**config.mk**
```make
export PLATFORM = sky130hd
export DESIGN_NAME = eee_front
export DESIGN_NICKNAME = d
export VERILOG_FILES = /design/src/eee_pkg.sv /design/src/eee_front.sv
export SDC_FILE = /design/constraint.sdc
export NUM_CORES = 1
export LEC_CHECK = 0
export BUFFER_PORTS_ARGS = -buffer_cell sky130_fd_sc_hd__buf_2
export CORE_ASPECT_RATIO = 0.8
export CORE_MARGIN = 5
export CORE_UTILIZATION = 52
export CTS_CLUSTER_SIZE = 14
export DETAILED_ROUTE_END_ITERATION = 7
export PLACE_DENSITY = 0.78
export SYNTH_ARGS = -nofsm -noshare
export SYNTH_HDL_FRONTEND = slang
export SYNTH_SLANG_ARGS = --single-unit
```
**constraint.sdc**
```tcl
create_clock -name clk -period 4 [get_ports clk]
set_clock_uncertainty 0.2 [all_clocks]
set_input_delay 0.8 -clock clk [delete_from_list [all_inputs] [get_ports clk]]
set_output_delay 0.8 -clock clk [all_outputs]
set_load 0.02 [all_outputs]
```
**src/eee_pkg.sv**
```systemverilog
// ============================================================================
// eee_pkg - shared types and constants for the emulated EEPROM
// Command codes, result kinds, card offsets and the queue item format.
// ============================================================================
package eee_pkg;

    // command codes on the input channel
    localparam logic [2:0] CMD_RD_BYTE  = 3'd0;
    localparam logic [2:0] CMD_WR_BYTE  = 3'd1;
    localparam logic [2:0] CMD_UPD_BYTE = 3'd2;
    localparam logic [2:0] CMD_RD_WORD  = 3'd3;
    localparam logic [2:0] CMD_WR_WORD  = 3'd4;
    localparam logic [2:0] CMD_RD_DWORD = 3'd5;
    localparam logic [2:0] CMD_WR_DWORD = 3'd6;
    localparam logic [2:0] CMD_FRESH    = 3'd7;

    // result kinds
    localparam logic [1:0] KIND_READ = 2'd0;
    localparam logic [1:0] KIND_CARD = 2'd1;
    localparam logic [1:0] KIND_DONE = 2'd2;

    localparam logic [7:0]  ERASED_BYTE = 8'hFF;
    localparam logic [17:0] CHK_OFS     = 18'd33;
    localparam logic [17:0] DATA_OFS    = 18'd34;

    typedef enum logic [1:0] {
        OP_READ,
        OP_WRITE,
        OP_UPDATE,
        OP_FRESH
    } op_t;

    // one classified request as it sits in the queue
    typedef struct packed {
        op_t         op;
        logic [1:0]  last_byte;   // byte count minus one
        logic [11:0] address;
        logic [31:0] value;
    } item_t;

    typedef struct packed {
        logic        persist;
        logic [16:0] slot_base;
    } cfg_t;

endpackage

```
**src/eee_front.sv**
```systemverilog
// ============================================================================
// eee_front - request intake for the emulated EEPROM
// Decodes each command into an operation and byte count and holds it in a
// two-entry queue until the back end takes it.
// ============================================================================
module eee_front (
    input  logic           clk,
    input  logic           rst_n,
    input  logic           init_done,
    input  logic           in_valid,
    output logic           in_ready,
    input  logic [2:0]     cmd,
    input  logic [11:0]    address,
    input  logic [31:0]    value,
    output logic           q_valid,
    output eee_pkg::item_t q_item,
    input  logic           q_pop
);

    eee_pkg::item_t q_entry_reg [2];
    logic           wr_ptr_reg, wr_ptr_next;
    logic           rd_ptr_reg, rd_ptr_next;
    logic [1:0]     count_reg, count_next;
    eee_pkg::item_t decoded;
    logic           push;

    always_comb
    begin
        decoded.address   = address;
        decoded.value     = value;
        decoded.op        = eee_pkg::OP_FRESH;
        decoded.last_byte = 2'd0;
        case (cmd)
            eee_pkg::CMD_RD_BYTE:  decoded.op = eee_pkg::OP_READ;
            eee_pkg::CMD_WR_BYTE:  decoded.op = eee_pkg::OP_WRITE;
            eee_pkg::CMD_UPD_BYTE: decoded.op = eee_pkg::OP_UPDATE;
            eee_pkg::CMD_RD_WORD:
            begin
                decoded.op        = eee_pkg::OP_READ;
                decoded.last_byte = 2'd1;
            end
            eee_pkg::CMD_WR_WORD:
            begin
                decoded.op        = eee_pkg::OP_WRITE;
                decoded.last_byte = 2'd1;
            end
            eee_pkg::CMD_RD_DWORD:
            begin
                decoded.op        = eee_pkg::OP_READ;
                decoded.last_byte = 2'd3;
            end
            eee_pkg::CMD_WR_DWORD:
            begin
                decoded.op        = eee_pkg::OP_WRITE;
                decoded.last_byte = 2'd3;
            end
            default:               decoded.op = eee_pkg::OP_FRESH;
        endcase
    end

    assign in_ready = init_done && (count_reg != 2'd2);
    assign push     = in_valid && in_ready;
    assign q_valid  = (count_reg != 2'd0);
    assign q_item   = q_entry_reg[rd_ptr_reg];

    always_comb
    begin
        wr_ptr_next = push  ? ~wr_ptr_reg : wr_ptr_reg;
        rd_ptr_next = q_pop ? ~rd_ptr_reg : rd_ptr_reg;
        count_next  = count_reg + {1'b0, push} - {1'b0, q_pop};
    end

    always_ff @(posedge clk)
    begin
        if (push)
        begin
            q_entry_reg[wr_ptr_reg] <= decoded;
        end
    end

    always_ff @(posedge clk or negedge rst_n)
    begin
        if (!rst_n)
        begin
            wr_ptr_reg <= 1'b0;
            rd_ptr_reg <= 1'b0;
            count_reg  <= 2'd0;
        end
        else
        begin
            wr_ptr_reg <= wr_ptr_next;
            rd_ptr_reg <= rd_ptr_next;
            count_reg  <= count_next;
        end
    end

`ifndef NO_ASSERTIONS
    a_no_pop_empty: assert property (@(posedge clk) disable iff (!rst_n)
        q_pop |-> count_reg != 2'd0)
        else $error("queue popped while empty");
    a_count_bound: assert property (@(posedge clk) disable iff (!rst_n)
        count_reg != 2'd3)
        else $error("queue count beyond depth");
    a_count_track: assert property (@(posedge clk) disable iff (!rst_n)
        (push && !q_pop) |=> count_reg == $past(count_reg) + 2'd1)
        else $error("queue count missed a push");
`endif

endmodule

```
# Word level (Yosys, flattened, before mapping)
# Memory sizes are Yosys's and may differ from the RTL's.
# Cells that the tools add are included.
# word_totals
register_bits	4
wordCells	27
ram_bits	96
output_inout_bits	50
in_bits	52
n_memories	1
# op_classes
add_sub_neg	2
n_mux	4
reduce_logical	8
n_eq_ne	7
bitwise	2
# mem_list
name	words	width	rd	rd_ports_with_merged_regs	wr	line_no	text
q_entry_reg	2	48	1	0	1	eee_front.sv:20	eee_pkg::item_t q_entry_reg [2];
# ops
cell	count
$eq A3 B3 Y1 const B	3
$eq A3 B2 Y1 const B	2
$pmux W2 S3	1
$reduce_or A3 Y1	2
$pmux W2 S2	1
$reduce_or A2 Y1	2
$eq A3 B1 Y1 const B	1
$logic_not A3 Y1	1
$add A2 B1 Y2	1
$logic_and A1 B1 Y1	2
$mux W1	2
$ne A2 B2 Y1 const B	1
$not A1 Y1	2
$reduce_bool A2 Y1	1
$sub A2 B1 Y2	1

# Logic depth before layout (Yosys ltp)
# logic_depth
word_depth	5
mapped_depth	7

# Worst setup path after synthesis
# Ideal clock, no wire load.
# synth_timing
kind	in2reg
start	input port in_valid
end	memory q_entry_reg[0][0] (netlist name) (enable)
arrival_ps	2982
stages	2
path_buffers	0
slack_ps	364
setup_ps	454
cell_sequence	nand3_1 nor2_1
# synth_between
elab_chain_len	3
# synth_rtl
item	line_no	text
start: declaration	eee_front.sv:10	input logic in_valid,
$logic_and A1 B1 Y1	eee_front.sv:62	assign push = in_valid && in_ready;
$mux W1	eee_front.sv:75	if (push)
$mux W1 (implied by the code)	eee_front.sv:77	q_entry_reg[wr_ptr_reg] <= decoded;
end: declaration	eee_front.sv:20	
# Every way passes these cells.

==> impl_results.md <==
- Buf/Inv on CP: 2
- Gr usage total: 14.7%
- Post-Synth Simple-Gate Area: 1.43%
- DR iter-0 viols: 80
- Final Hold Viols: 0
- Post-detailed-route count of antenna-violating nets: 0
- Gp weighted congestion: 0.733
- Largest net degree at the start of global routing: 33
- I/O Pins: 102
- Sequential cell area fraction in the yosys report: 79.2%
- Num CTS Buffers: 9
- H-tree Lvls: 3
- Status: finished, final reports clean
- F_max: about 350 MHz
- Clock transition at the registers of the reported paths: 0.09 ns
- Post-CTS Setup Inserts: 0
- CTS resizes: 0
- CTS tree: done
- Hold slack: 0.0427 ns
- Pwr dens: 648 nW/um^2
- Crit path DAT: roughly 1.9 ns
- Place WS: 1.47 ns
- Share of the synthesized area in the top cell type: between 70% and 80%
- Area leader, netlist: edfxtp_1
- Crit. End Element: output port
- RSZ-0062 raised after global routing: no
- Nets: around 340
- Clock insertion delay at the later pin of the skew report: 0.35 ns
- Most frequent cells in the layout: 101 x buf_2, 96 x edfxtp_1, 38 x mux2_2
- Final WS setup: 1.13 ns
- Most common cell after layout, fill and taps aside: buf_2
- Total Neg Setup Slack: 0 ns
- Synth-to-Final Area Change: 22.6%
- Vias in the first global route: 2037
- Drt total wl: 6.35 mm
- Register area: 2980 um^2
- Count of hold-fix buffers inserted at cts: 0
- Max_cap viols: 0
- Fin. max-slew vios: 0
- Multi-input gate area: between 700 and 800 um^2
- Number of synthesis warnings: 0
- Non-filler instance count after layout: roughly 380
- Largest family of logic cells by synthesized area: multiplexers
- Average cell area after synthesis: between 20 and 25 um^2
- Die area: a little over 9000 um^2
- Worst EP required: 3.00 ns
- Mapped Area: 3760 um^2
- CP Class: reg -> out
- P_leak: 1.75 nW
- Synth Area in Compound Gates: 0.199%
- Total grt overflow: 0
- Top cells by area, synth: edfxtp_1 77%, mux2_2 11%, mux2_4 4.0%, dfrtp_1 2.7%, xnor2_1 1.4%
- Hpwl dp: 4.49 mm
- Fraction of layout cells with a size suffix above 1: 59.3%
- Adder-cell share of the synthesized area: less than 1%
- XOR/XNOR share of the synthesized area: under 10%
- Clk root buf: clkbuf_8
- CTS Sinks: 100
- Worst path cell trace: buf_12 > mux2_2 > buf_2
- Placed cells: ~360
- Antenna cells: 0
- Fill cells: 486
- Slew @ Worst Pin: about 0.61 ns
- Rows: 27
- Routed len/inst: 16.8 um
- Mux cell area share after synthesis: 15.4%
- Fin crit share: 71.8%
- Max FFs per register: 96
- Setup violators final: 0
- Power Total: 2.99 mW
- Count of different cell masters after synthesis: 18
- Die extent in x: roughly 110 um
- Max stage delay on crit path: roughly 0.70 ns
- Hold Crit Class: in -> async
- Maximum fanout along the worst path: 29
- Vias: approximately 1900
- Critical path's top delay family: flip-flops
- First-pass detailed-route iteration total: 4
- Vias per cell: 5.07
- Bufs on Longest Clock Path: 2
- PortBufs: approximately 100
- Die Y: 86.1 um
- Fin crit period: 2.87 ns
- Post-Syn Instances: ~180
- Initial Util: 54.1%
- Placeable Area: 6960 um^2
- CP max-delay cell: dfrtp_2
- Worst relative slew slack: 59.1%
- CP startpoint kind: register
- Synth Net Count: 229
- Residual DRC: 0
- R2R setup slack: 1.84 ns
- Initial antenna violation count: 0
- Worst vdd ir: approximately 480 uV
- Register bit total from synthesis: 100
- First-pass GRT wire length: 10.3 mm
## path summary, 6_finish.rpt
kind,depth (start not counted),from,end
worst max-delay path,3,rd_ptr_reg,q_item[0]
worst min-delay path,1,rst_n,wr_ptr_reg
worst max register to register,4,count_reg[0],q_entry_reg[1][41]
worst min register to register,1,count_reg[1],count_reg[1]
max in group asynchronous,1,rst_n,rd_ptr_reg
min in group clk,1,count_reg[1],count_reg[1]
## routing by layer
layer | share of wire, % | global-route usage [%] | wire length [um]
met1 | 43 | 19.3 | 2750
met2 | 46 | 22.6 | 2930
met3 | 10 | 6.70 | 636
met4 | 0.52 | 3.48 | 33
met5 | 0 | 0 | 0
## kinds of logic (layout without fill, tap and decap cells)
logic type | Yosys count | count (layout)
buffers and inverters | 7 | 122
muxes | 48 | 48
AOI/OAI and AO/OA | 1 | 1
DFF | 100 | 100
and+or+nand+nor | 10 | 10
xor gates and xnor gates | 7 | 7
adders and majority gates | 2 | 2
## cells in the mapped netlist (all sizes together)
library cell	n
ha	2
nor2	2
nand2	1
xor2	1
nand2b	3
edfxtp	96
inv	2
xnor2	6
buf	5
a21boi	1
nand3	1
and2	2
or2	1
mux2	48
dfrtp	4
## report_power, final
part	switching [mW]	internal (mW)	leakage, nW
Sequential	0.0838	1.31	0.923
Combinational	0.529	0.427	0.722
Clock	0.331	0.313	0.108
## cell type report
| class | instances | area share [%] |
|---|---|---|
| Timing Repair Buffer | 104 | 12.3 |
| Clock buffer | 10 | 2.98 |
| Inverter | 2 | 0.163 |
| Sequential cell | 100 | 64.7 |
| Clock inverter | 6 | 1.52 |
| Multi-Input combinational cell | 68 | 16.1 |
| Tap cell | 87 | 2.36 |
## stage by stage
step | utilization [%] | cell area (um^2)
final | 66.3 | 4610
after detailed placement | 63.3 | 4410
after global placement | 63.3 | 4410
after floorplan | - | 3760
after CTS | 66.3 | 4610
after global routing | 66.3 | 4610
Note: power is estimated with default switching activity, not from simulation.
